[src/rtl/sfr_pkg.sv]
`timescale 1ns / 1ps

package sfr_pkg;

    localparam logic [7:0] HEADER_BYTE = 8'h51;
    localparam logic [7:0] MIN_LENGTH  = 8'd5;
    // length counts every frame byte but the checksum, so length - 3 bytes follow it
    localparam logic [7:0] HDR_TAIL    = 8'd3;

    localparam int RX_W   = 8;
    localparam int RES_W  = 89;
    // status bit rides on tuser, the rest fills whole bytes of tdata
    localparam int TDATA_W = ((RES_W - 1 + 7) / 8) * 8;

    // parser state, one-hot
    typedef enum logic [3:0] {
        ST_HUNT  = 4'b0001,
        ST_FUNC  = 4'b0010,
        ST_FIRST = 4'b0100,
        ST_DATA  = 4'b1000
    } parse_state_t;

    typedef struct packed {
        logic [7:0]  computed_sum;
        logic [7:0]  received_sum;
        logic [31:0] data_value;
        logic [7:0]  first_data;
        logic [7:0]  data_count;
        logic [7:0]  func_byte;
        logic [15:0] device_address;
        logic        frame_status;
    } result_t;

endpackage

[src/rtl/sfr_parser.sv]
`timescale 1ns / 1ps

module sfr_parser (
    input  logic                 aclk,
    input  logic                 aresetn,
    input  logic                 rx_beat,
    input  logic [7:0]           rx_byte,
    output logic                 res_valid,
    output sfr_pkg::result_t     res
);
    import sfr_pkg::*;

    parse_state_t state_reg, state_next;
    logic [1:0]   hunt_cnt_reg, hunt_cnt_next;
    logic [7:0]   win_reg [3];
    logic [7:0]   win_next [3];
    logic [7:0]   remain_reg, remain_next;
    logic [7:0]   sum_reg, sum_next;
    logic [15:0]  addr_reg, addr_next;
    logic [7:0]   len_reg, len_next;
    logic [7:0]   func_reg, func_next;
    logic [7:0]   first_reg, first_next;
    logic [31:0]  value_reg, value_next;
    logic         last_byte;

    assign last_byte = (remain_reg <= 8'd1);

    always_comb begin
        state_next    = state_reg;
        hunt_cnt_next = hunt_cnt_reg;
        win_next      = win_reg;
        remain_next   = remain_reg;
        sum_next      = sum_reg;
        addr_next     = addr_reg;
        len_next      = len_reg;
        func_next     = func_reg;
        first_next    = first_reg;
        value_next    = value_reg;
        res_valid     = 1'b0;

        res.frame_status   = (sum_reg != rx_byte);
        res.device_address = addr_reg;
        res.func_byte      = func_reg;
        res.data_count     = len_reg - MIN_LENGTH;
        res.first_data     = first_reg;
        res.data_value     = value_reg;
        res.received_sum   = rx_byte;
        res.computed_sum   = sum_reg;

        if (rx_beat) begin
            unique case (state_reg)
                ST_HUNT: begin
                    if (hunt_cnt_reg != 2'd3) begin
                        win_next[hunt_cnt_reg] = rx_byte;
                        hunt_cnt_next = hunt_cnt_reg + 2'd1;
                    end else if (win_reg[0] == HEADER_BYTE && rx_byte >= MIN_LENGTH) begin
                        state_next    = ST_FUNC;
                        hunt_cnt_next = 2'd0;
                        addr_next     = {win_reg[1], win_reg[2]};
                        len_next      = rx_byte;
                        remain_next   = rx_byte - HDR_TAIL;
                        sum_next      = win_reg[0] + win_reg[1] + win_reg[2] + rx_byte;
                        first_next    = '0;
                        value_next    = '0;
                    end else begin
                        // drop oldest byte, keep the other three for the next check
                        win_next[0] = win_reg[1];
                        win_next[1] = win_reg[2];
                        win_next[2] = rx_byte;
                    end
                end
                ST_FUNC, ST_FIRST, ST_DATA: begin
                    if (last_byte) begin
                        res_valid  = 1'b1;
                        state_next = ST_HUNT;
                        remain_next = '0;
                    end else begin
                        sum_next    = sum_reg + rx_byte;
                        remain_next = remain_reg - 8'd1;
                        if (state_reg == ST_FUNC) begin
                            func_next  = rx_byte;
                            state_next = ST_FIRST;
                        end else begin
                            if (state_reg == ST_FIRST) begin
                                first_next = rx_byte;
                                state_next = ST_DATA;
                            end
                            value_next = {value_reg[23:0], rx_byte};
                        end
                    end
                end
                default: state_next = ST_HUNT;
            endcase
        end
    end

    always_ff @(posedge aclk) begin
        if (!aresetn) begin
            state_reg    <= ST_HUNT;
            hunt_cnt_reg <= '0;
            remain_reg   <= '0;
        end else begin
            state_reg    <= state_next;
            hunt_cnt_reg <= hunt_cnt_next;
            remain_reg   <= remain_next;
        end
    end

    always_ff @(posedge aclk) begin
        win_reg   <= win_next;
        sum_reg   <= sum_next;
        addr_reg  <= addr_next;
        len_reg   <= len_next;
        func_reg  <= func_next;
        first_reg <= first_next;
        value_reg <= value_next;
    end

endmodule

[src/rtl/sfr_out_buf.sv]
`timescale 1ns / 1ps

module sfr_out_buf (
    input  logic                 aclk,
    input  logic                 aresetn,
    input  logic                 in_valid,
    input  sfr_pkg::result_t     in_data,
    output logic                 in_ready,
    output logic                 out_valid,
    input  logic                 out_ready,
    output sfr_pkg::result_t     out_data,
    output logic                 skid_full
);
    import sfr_pkg::*;

    logic    out_valid_reg, out_valid_next;
    logic    skid_valid_reg, skid_valid_next;
    result_t out_data_reg, out_data_next;
    result_t skid_data_reg, skid_data_next;

    always_comb begin
        out_valid_next  = out_valid_reg;
        skid_valid_next = skid_valid_reg;
        out_data_next   = out_data_reg;
        skid_data_next  = skid_data_reg;
        if (!out_valid_reg || out_ready) begin
            // no new beat can arrive while the skid stage holds one
            out_valid_next  = skid_valid_reg || in_valid;
            out_data_next   = skid_valid_reg ? skid_data_reg : in_data;
            skid_valid_next = 1'b0;
        end else if (in_valid) begin
            skid_valid_next = 1'b1;
            skid_data_next  = in_data;
        end
    end

    always_ff @(posedge aclk) begin
        if (!aresetn) begin
            out_valid_reg  <= 1'b0;
            skid_valid_reg <= 1'b0;
        end else begin
            out_valid_reg  <= out_valid_next;
            skid_valid_reg <= skid_valid_next;
        end
    end

    always_ff @(posedge aclk) begin
        out_data_reg  <= out_data_next;
        skid_data_reg <= skid_data_next;
    end

    assign in_ready  = !skid_valid_reg;
    assign out_valid = out_valid_reg;
    assign out_data  = out_data_reg;
    assign skid_full = skid_valid_reg;

endmodule

[src/rtl/sum_checked_frame_receiver.sv]
`timescale 1ns / 1ps
// channel | dir | tdata fields, low bit up                 | tuser
// s_      | in  | rx_byte[7:0]                              | -
// m_      | out | device_address, func_byte, data_count,    | frame_status
//         |     | first_data, data_value, received_sum,     |
//         |     | computed_sum                              |
//
// One byte is taken per cycle while s_tready is high; the whole parse step sits
// between the parser state registers and the output register, so a result beat is
// registered there (or in the skid stage while the output is held) as its checksum byte is accepted.
// Reset (aresetn low, synchronous) returns the parser to header hunt.
// Output register plus skid stage: s_tready drops only when both hold beats.

module sum_checked_frame_receiver (
    input  logic                        aclk,
    input  logic                        aresetn,
    input  logic                        s_tvalid,
    output logic                        s_tready,
    input  logic [sfr_pkg::RX_W-1:0]    s_tdata,   // [7:0] rx_byte
    output logic                        m_tvalid,
    input  logic                        m_tready,
    output logic [sfr_pkg::TDATA_W-1:0] m_tdata,   // [15:0] device_address, [23:16] func_byte,
                                                   // [31:24] data_count, [39:32] first_data,
                                                   // [71:40] data_value, [79:72] received_sum,
                                                   // [87:80] computed_sum
    output logic                        m_tuser    // [0] frame_status
);
    import sfr_pkg::*;

    logic    rx_beat;
    logic    res_valid;
    result_t res;
    result_t out_res;
    logic    skid_full;

    assign rx_beat = s_tvalid && s_tready;

    sfr_parser u_parser (
        .aclk      (aclk),
        .aresetn   (aresetn),
        .rx_beat   (rx_beat),
        .rx_byte   (s_tdata),
        .res_valid (res_valid),
        .res       (res)
    );

    sfr_out_buf u_out_buf (
        .aclk      (aclk),
        .aresetn   (aresetn),
        .in_valid  (res_valid),
        .in_data   (res),
        .in_ready  (s_tready),
        .out_valid (m_tvalid),
        .out_ready (m_tready),
        .out_data  (out_res),
        .skid_full (skid_full)
    );

    // struct is declared MSB-first: status sits in bit 0, the rest fills tdata
    assign m_tdata = out_res[RES_W-1:1];
    assign m_tuser = out_res.frame_status;

    // skid stage only fills behind a held output beat
    assert property (@(posedge aclk) disable iff (!aresetn) skid_full |-> m_tvalid)
        else $error("skid holds a beat while output is empty");

    // status must agree with the two sums it reports
    assert property (@(posedge aclk) disable iff (!aresetn)
        m_tvalid |-> (out_res.frame_status == (out_res.received_sum != out_res.computed_sum)))
        else $error("frame status disagrees with sums");

    // a frame without data reports no data bytes
    assert property (@(posedge aclk) disable iff (!aresetn)
        (m_tvalid && out_res.data_count == 8'd0) |->
        (out_res.first_data == 8'd0 && out_res.data_value == 32'd0))
        else $error("data fields set on empty frame");

    // a result beat ends the frame: input side is ready again unless both stages are full
    assert property (@(posedge aclk) disable iff (!aresetn)
        (res_valid && !(m_tvalid && !m_tready)) |=> s_tready)
        else $error("input stalled with free output stage");

endmodule
[config.mk]
export PLATFORM = sky130hd
export DESIGN_NAME = sum_checked_frame_receiver
export DESIGN_NICKNAME = d
export VERILOG_FILES = /design/src/rtl/sfr_pkg.sv /design/src/rtl/sfr_parser.sv /design/src/rtl/sfr_out_buf.sv /design/src/rtl/sum_checked_frame_receiver.sv
export SDC_FILE = /design/constraint.sdc
export NUM_CORES = 1
export LEC_CHECK = 0
export CAP_MARGIN = 20
export CORE_ASPECT_RATIO = 1.2
export CORE_UTILIZATION = 50
export CTS_CLUSTER_SIZE = 28
export DETAILED_ROUTE_END_ITERATION = 7
export DONT_BUFFER_PORTS = 1
export GPL_TIMING_DRIVEN = 0
export PLACE_DENSITY = 0.75
export SYNTH_ARGS = -nofsm -noshare
export SYNTH_HDL_FRONTEND = slang
export SYNTH_SLANG_ARGS = --single-unit
[constraint.sdc]
create_clock -name aclk -period 30.4 [get_ports aclk]
set_input_delay 4.56 -clock aclk [delete_from_list [all_inputs] [get_ports aclk]]
set_output_delay 4.56 -clock aclk [all_outputs]
set_load 0.1 [all_outputs]
Word-level counts from Yosys, hierarchy flattened
Index checks and enable logic that the tools add are counted.
Storage, ports and cells
  bits in latches: 0
  memory bits (writable): 0
  flip-flop bits (word level): 298
  ROM bits: 0
  memories: 0
Cells by class
  mux-type cells: 36
  shifts and indexed selects: 0
  add/subtract/negate cells: 8
  reductions and logical operators: 21
  multipliers: 0
  bitwise gates (word level): 5
  div/mod/pow operators: 0
  eq/ne operators: 14
  order comparisons: 4
Operators by type and width (number)
  2-to-1 mux 32 bit: 4
  2-to-1 mux 8 bit: 12
  2-to-1 mux 89 bit: 1
  case mux 32 bit (2 select lines): 1
  2-to-1 mux 24 bit: 2
  case mux 8 bit (2 select lines): 3
  adder 8 bit: 4
  bitwise mux 24 bit: 1
  2-to-1 mux 4 bit: 5
  demux 8 bit (select 2 bit): 1
  AND reduction 4 bit: 4
  equality test 8 x 7 -> 1 bit (second input constant): 1
  greater-or-equal comparator 8 x 3 -> 1 bit (second input constant): 1
  <= comparator 8 x 1 -> 1 bit (second input constant): 1
  != test 2 bit (second input constant): 4
  != test 8 bit: 1
  case mux 4 bit (2 select lines): 1
  subtractor 8 x 1 -> 8 bit (second input constant): 1
  subtractor 8 x 2 -> 8 bit (second input constant): 1
  subtractor 8 x 3 -> 8 bit (second input constant): 1
  AND reduction 7 bit: 1
  != test 2 x 1 -> 1 bit (second input constant): 3
  AND reduction 3 bit: 2
  AND reduction 6 bit: 1
  20 further kinds: 31

Logic depth before layout (Yosys ltp)
Gate-level depths: netlist of the first run.
  word-level depth: 7
  gate-level depth with buffers: 11

Hierarchy
From an unflattened synthesis of the first run, not the netlist that was laid out.
Unflattened totals
  cells, all modules: 790
  area total of the unflattened synthesis: 12979.9 um2
By module, submodules not included
  sfr_out_buf: area an instance 6961.7 um2, times used 1, cells each 286
  sfr_parser: area an instance 6012.0 um2, times used 1, cells each 503
  sum_checked_frame_receiver: area an instance 6.3 um2, times used 1, cells each 1

Least setup slack after synthesis of the first run
OpenSTA, ideal clock, no wires.
  path type: input -> register
  start: input port m_tready
  end: register u_out_buf.skid_data_reg[0] (netlist bit), enable pin
  data arrival time: 13.139 ns
  buffers on the path: 0
  stages on the path: 2
  data required time: 29.754 ns
  setup slack: 16.615 ns
  library setup time: 0.646 ns
  cells stage by stage: nand2b_1 nor3_1
On the way
  longest elaborated chain between the ends: 3
RTL lines
  start, declared: line sum_checked_frame_receiver.sv:21  | input logic m_tready,
  logical OR 1 bit: line sfr_out_buf.sv:26  | if (!out_valid_reg || out_ready) begin
  inverter 1 bit (no line)
  AND reduction 2 bit (no line)
  end signal, assigned: line sfr_out_buf.sv:49  | skid_data_reg <= skid_data_next;
  end, declared: line sfr_out_buf.sv:19  | result_t skid_data_reg, skid_data_next;
Every way passes these cells.
A chain may end at the register's enable or synchronous reset.

Worst setup path in the final report of the first run
  start: input port s_tdata[2] (netlist bit)
  end: register u_parser.sum_reg[6], data pin
On the way
  longest elaborated chain between the ends: 4
RTL lines
  start, declared: line sum_checked_frame_receiver.sv:19  | input logic [sfr_pkg::RX_W-1:0] s_tdata,
  adder 8 bit: line sfr_parser.sv:62  | sum_next = win_reg[0] + win_reg[1] + win_reg[2] + rx_byte;
  2-to-1 mux 8 bit: line sfr_parser.sv:56  | end else if (win_reg[0] == HEADER_BYTE && rx_byte >= MIN_LENGTH) begin
  2-to-1 mux 8 bit: line sfr_parser.sv:53  | if (hunt_cnt_reg != 2'd3) begin
  case mux 8 bit (2 select lines) *: line sfr_parser.sv:51  | unique case (state_reg)
  end signal, assigned: line sfr_parser.sv:111  | sum_reg <= sum_next;
  end, declared: line sfr_parser.sv:18  | logic [7:0] sum_reg, sum_next;
Every way passes the cells marked *; elsewhere a longest branch is shown, timed or not. The select of a mux whose other input is x is not followed.

==> impl_metrics.csv, run 1 <==
group,metric,value,unit
critical_path,cp_slowest_cell,"fa_1",
pwr,netSwitchingFraction,20.5,%
yosys,post-synth-top-area-cell,"edfxtp_1",
global_route,grt_pass1_wl,37000,µm
pwr,p_per_area,62.1,nW/µm²
clock_network,cts_resized,0,
timing,fin_ws,23060,ps
cells_and_area,fill_cells,1798,
floorplanning,num_rows,62,
yosys,yosys.area.top_type_share,68.5,%
detailed_routing,post_drt_wl_per_cell,20.3,µm
cells_and_area,area_growth_syn_to_layout,12.5,%
yosys,syn_inst,796,
pwr,total_power,864,µW
critical_path,worst_ep_required_time,30670,ps
floorplanning,die_y,174,µm
yosys,syn-num-nets,847,
timing,period_share,24.1,%
detailed_routing,drc,0,
clock_network,clk_path_buf_depth,3,
timing,finalMaxSlewViolations,0,
timing,relSlewSlack,30.1,%
critical_path,crit_start,"s_tdata[2]",
pwr,combPwrFrac,5.4,%
timing,fin_tns_setup,0,ps
placement,io_buffers,0,
floorplanning,core-area,24100,µm²
critical_path,rr_startpoint,"u_out_buf.out_valid",
timing,setup_viol,0,
critical_path,crit_arrival,7610,ps
floorplanning,io_pins,103,
critical_path,cp-end-kind,"flip-flop",
critical_path,r2r_cells,7,
clock_network,clkLatencyLatePin,530,ps
critical_path,critical_path.max_fanout,7,
flow_run,drv.max_cap_violation_count,0,
yosys,synth_edf_count,282,
critical_path,start_kind,"input pin",
critical_path,path_buf_inv,3,
clock_network,path_clk_slew,60,ps
yosys,yosysWarningCount,0,
global_route,antenna_found_initial,0,
yosys,synthFlopType,"edfxtp_1",
critical_path,crit_end,"u_parser.sum_reg[6]",
yosys,ys_seq_area_share,71.0,%
detailed_routing,vias_per_cell,5.53,
timing,period_needed,7340,ps
detailed_routing,num_vias,6510,
clock_network,numCtsBuffers,28,
clock_network,h-tree-depth,1,
pwr,switchingPower,177,µW
yosys,ys_ff_latch,298,
yosys,syn_area_per_cell,15.5,µm²
cells_and_area,drive_gt1_share,17.2,%
critical_path,cpPeakStageDelay,540,ps
critical_path,crit_type,"in2reg",
detailed_routing,dr.pass1.iters,5,
critical_path,cpLargestDelayFamily,"adder cells",
clock_network,holdBufCountCts,0,
pwr,p_int,687,µW
cells_and_area,diodes,0,
global_route,grt_max_degree,71,
timing,max_clock_freq,136,MHz
yosys,synth_common_cells,"282 x edfxtp_1, 79 x mux2_2, 55 x nand2_1, 49 x inv_1, 40 x o21ai_0",
global_route,grt_pass1_vias,6594,
yosys,synth_area_leaders,"edfxtp_1 68%, mux2_2 7.2%, dfxtp_1 2.6%, fa_1 2.4%, ha_1 2.4%",
pwr,clkPwrFrac,41.8,%
yosys,synth_most_common_cell,"edfxtp_1",
placement,dp_cells,1127,
critical_path,cp.depth,11,
global_route,grt_overflow,0,
detailed_routing,ant_nets,0,
clock_network,cts_tree,"yes",
detailed_routing,drt-total-wl,23900,µm
yosys,syn-cell-area,12400,µm²
placement,place_ws,22520,ps
floorplanning,die_w,146,µm
yosys,yosysUniqueCellTypes,61,
detailed_routing,drtIter0Drc,485,
outcome,status,"complete, no violations",
global_route,track_usage,19.1,%
clock_network,cts_setup_buffers,0,
placement,gp_congestion,0.857,
placement,hpwl,16500,µm
timing,hold_viol,0,
yosys,synth-async-reset-ratio,0,%
critical_path,r2r_end,"u_out_buf.skid_data_reg[67]",
cells_and_area,fin_cells,1178,
cells_and_area,final_nets,889,
timing,grt_setup_unrepaired,"no",
pwr,leakage,0.00489,µW
pwr,power_frac_seq,52.8,%
critical_path,crit_chain,"clkbuf_1 > inv_1 > fa_1 > fa_1 > inv_1 > ha_1 > a211oi_1 > o21bai_1 > a2111oi_0 > o21bai_1 > nor3_1",
placement,place_area,12900,µm²
cells_and_area,final_area,13900,µm²
timing,worstMarginPinSlew,1050,ps
floorplanning,start_util,51.3,%
min_path,hp-class,"reg2reg",
critical_path,ff2ff_setup_slack,26980,ps
pwr,irDropWorstVdd,0.0377,mV
clock_network,numClockSinks,298,
clock_network,clockRootBuffer,"clkbuf_16",
timing,clock_skew,6.98,ps
floorplanning,die_area,25400,µm²
[power by group through the flow]
stage          sequential (µW)  combinational [µW]  clock (µW)
2_1_floorplan              464                35.7           0
3_3_place_gp               465                44.9           0
3_5_place_dp               465                46.1           0
4_1_cts                    456                46.5         367
5_1_grt                    456                53.3         382
6_report                   456                46.7         361
[per-stage QoR]
stage | hold WS [ps] | utilization, %
2_1_floorplan | 422 | -
3_3_place_gp | 426 | 52.9
3_5_place_dp | 434 | 53.6
4_1_cts | 442 | 57.6
5_1_grt | 452 | 57.7
6_report | 441 | 57.7
[metal layers]
metal  vias up  wire length (µm)  track usage [%]
met4         0               636             6.71
met2       205             12000             33.2
met1      3225             10000             24.0
li1       3030                 -                -
met3        50              1280             3.67
met5         -                 0                0
[cell families after synthesis]
| logic type | share of synthesized area, % |
|---|---|
| flops | 71.0 |
| simple gates | 7.08 |
| compound gates | 5.11 |
| mux | 7.43 |
| buf+inv | 2.49 |
| fa+ha+maj | 4.86 |
| xor+xnor | 1.98 |
[layout make-up]
cell class	count	area [µm²]	share of cell area, %
Tap cell	320	400	2.88
Buffer	28	113	0.809
Inverter	52	195	1.40
Sequential cell	298	8790	63.1
Timing Repair Buffer	12	168	1.20
Multi-Input combinational cell	418	3290	23.7
Clock buffer	36	752	5.40
Clock inverter	14	209	1.50
[how the worst min path moves through the flow]
stage,depth (start not counted),endpoint,slack [ps],start
after floorplan,0,u_out_buf.skid_data_reg[10],420,u_parser.addr_reg[9]
after global placement,0,u_out_buf.skid_data_reg[35],430,u_parser.first_reg[2]
after detailed placement,0,u_out_buf.skid_data_reg[37],430,u_parser.first_reg[4]
after CTS,0,u_out_buf.skid_data_reg[9],440,u_parser.addr_reg[8]
after global routing,0,u_out_buf.skid_data_reg[9],450,u_parser.addr_reg[8]
final,0,u_out_buf.skid_data_reg[20],440,u_parser.func_reg[3]
[layout by cell type (no fill, tap or decap), drive strengths merged, types with 4 or more instances in the layout]
| cell | n |
|---|---|
| mux2 | 79 |
| clkbuf | 60 |
| nor2 | 36 |
| o21ai | 40 |
| dfxtp | 16 |
| a21oi | 20 |
| nand3 | 4 |
| o21bai | 4 |
| xnor2 | 18 |
| bufinv | 5 |
| o21a | 5 |
| a211oi | 4 |
| inv | 51 |
| fa | 15 |
| edfxtp | 282 |
| nor4 | 5 |
| nand2 | 55 |
| ha | 24 |
| buf | 16 |
| or4 | 5 |
| nor2b | 9 |
| o22ai | 4 |
| clkinv | 10 |
| and2 | 27 |
| nor3 | 8 |
| xor2 | 10 |
Note: power is estimated with default switching activity, not from simulation.
==> inputs of run 2 (changes only) <==
--- a/config.mk
+++ b/config.mk
@@ -12,7 +12,7 @@
 export DETAILED_ROUTE_END_ITERATION = 7
 export DONT_BUFFER_PORTS = 1
 export GPL_TIMING_DRIVEN = 0
-export PLACE_DENSITY = 0.75
+export PLACE_DENSITY = 0.78
 export SYNTH_ARGS = -nofsm -noshare
 export SYNTH_HDL_FRONTEND = slang
 export SYNTH_SLANG_ARGS = --single-unit
==> constraint.sdc (replaced) <==
create_clock -name aclk -period 6.24 [get_ports aclk]
set_input_delay 0.936 -clock aclk [delete_from_list [all_inputs] [get_ports aclk]]
set_output_delay 0.936 -clock aclk [all_outputs]
set_load 0.1 [all_outputs]
==> impl_metrics.csv, run 2 (synthesis results as in run 1) <==
group,metric,value,unit
timing,worstMarginPinSlew,1050,ps
critical_path,r2r_cells,6,
detailed_routing,post_drt_wl_per_cell,21.0,µm
flow_run,drv.max_cap_violation_count,0,
detailed_routing,drtIter0Drc,662,
cells_and_area,diodes,0,
global_route,grt_pass1_wl,37600,µm
timing,setup_viol,0,
timing,hold_viol,0,
min_path,whs_path_depth,0,
detailed_routing,dr.pass1.iters,5,
clock_network,clk_path_buf_depth,3,
detailed_routing,drc,0,
pwr,total_power,4120,µW
cells_and_area,final_nets,885,
pwr,leakage,0.00485,µW
clock_network,cts_setup_buffers,0,
clock_network,path_clk_slew,70,ps
placement,gp_congestion,0.896,
floorplanning,die_w,146,µm
placement,io_buffers,0,
cells_and_area,fill_cells,1786,
clock_network,holdBufCountCts,0,
placement,dp_cells,1124,
timing,clock_skew,11.3,ps
clock_network,clkLatencyLatePin,540,ps
cells_and_area,area_growth_syn_to_layout,12.0,%
timing,grt_setup_unrepaired,"no",
outcome,status,"complete, no violations",
placement,place_ws,2010,ps
clock_network,h-tree-depth,1,
cells_and_area,most-common-layout-cells,"282 x edfxtp_1, 79 x mux2_2, 55 x nand2_1, 49 x inv_1, 40 x o21ai_0",
clock_network,numClockSinks,298,
clock_network,cts_resized,0,
detailed_routing,num_vias,6631,
global_route,grt_pass1_vias,6537,
timing,finalMaxSlewViolations,0,
timing,max_clock_freq,269,MHz
detailed_routing,drt-total-wl,24600,µm
timing,fin_hold_ws,441,ps
critical_path,crit_chain,"clkbuf_1 > inv_1 > fa_1 > fa_1 > inv_1 > ha_1 > a211oi_1 > o21bai_1 > a2111oi_0 > o21bai_1 > nor3_1",
critical_path,critical_path.max_fanout,7,
global_route,grt_max_degree,73,
clock_network,clockRootBuffer,"clkbuf_16",
placement,place_area,12900,µm²
detailed_routing,ant_nets,0,
clock_network,numCtsBuffers,27,
floorplanning,io_pins,103,
pwr,irDropWorstVdd,0.159,mV
critical_path,ff2ff_setup_slack,2750,ps
timing,fin_ws,2530,ps
cells_and_area,layout_commonest_cell,"edfxtp_1",
critical_path,worst_ep_required_time,6520,ps
cells_and_area,drive_gt1_share,16.3,%
critical_path,cpPeakStageDelay,540,ps
min_path,hold_start,"u_parser.first_reg[3]",
pwr,p_per_area,298,nW/µm²
detailed_routing,vias_per_cell,5.66,
timing,period_needed,3710,ps
placement,hpwl,16400,µm
global_route,grt_overflow,0,
floorplanning,core-area,24100,µm²
critical_path,cpLargestDelayFamily,"adder cells",
critical_path,start_kind,"input pin",
critical_path,cp_slowest_cell,"fa_1",
min_path,hp-class,"reg2reg",
floorplanning,start_util,51.3,%
critical_path,r2r_end,"u_out_buf.skid_data_reg[76]",
min_path,hold_end,"u_out_buf.skid_data_reg[36]",
critical_path,cp-end-kind,"flip-flop",
global_route,antenna_found_initial,0,
cells_and_area,final_area,13900,µm²
clock_network,cts_tree,"yes",
floorplanning,die_area,25400,µm²
cells_and_area,fin_cells,1172,
critical_path,crit_type,"in2reg",
timing,period_share,59.5,%
floorplanning,num_rows,62,
floorplanning,die_y,174,µm
timing,relSlewSlack,29.8,%
global_route,track_usage,19.4,%
critical_path,crit_arrival,3990,ps
critical_path,path_buf_inv,3,
critical_path,rr_startpoint,"u_out_buf.out_valid",
==> run 2: cell count changes in the layout (fill, tap and decap cells not counted), moves of 2 or more <==
cell       previous run  this run
buf_16                2         4
buf_6                 8         0
buf_8                 1         4
clkbuf_16            29        27
clkinv_1              5         7
clkinv_4              3         0
==> run 2: how the worst max path moves through the flow <==
stage	from	end	slack, ps	depth (start not counted)
after detailed placement	s_tdata[2]	u_parser.sum_reg[6]	2010	11
after CTS	s_tdata[2]	u_parser.sum_reg[6]	2580	11
final	s_tdata[2]	u_parser.sum_reg[6]	2530	11
after floorplan	u_out_buf.out_valid	u_out_buf.skid_data_reg[0]	410	2
after global routing	s_tdata[2]	u_parser.sum_reg[6]	2430	11
after global placement	u_out_buf.out_valid	u_out_buf.skid_data_reg[25]	-1720	2
==> run 2: power by group <==
group	leakage (µW)	switching [µW]	internal [µW]
Clock	0.000424	704	966
Sequential	0.00279	32.2	2190
Combinational	0.00164	135	94.9
Total	0.00485	871	3250
==> run 2: worst reg2reg max path, stage by stage, from the launching register on <==
cell and delay, ps:
dfxtp_1 1020, nand2b_4 400, buf_16 360, nor3_4 820
buf_16 250, buf_8 190, buf_8 170
==> run 2: per-layer routing <==
metal	vias up	part of all wire [%]	track usage, %
met1	3308	41	24.9
met5	-	0	0
met4	0	2.6	6.80
met3	49	6.0	3.52
li1	2999	-	-
met2	275	51	33.1
==> run 2: final cells by class <==
cell class	count	area, µm²	share of cell area, %
multi-input combinational	418	3300	23.8
buffer	28	113	0.813
sequential	298	8790	63.4
clock buffer	34	702	5.07
inverter	52	195	1.41
tap	320	400	2.89
clock inverter	13	180	1.30
timing repair buffer	9	178	1.28
==> run 2: through the flow <==
step	util, %	TNS [ps]
after global routing	57.4	0
after floorplan	-	0
after global placement	53.0	-152240
final	57.4	0
after detailed placement	53.7	0
after CTS	57.3	0
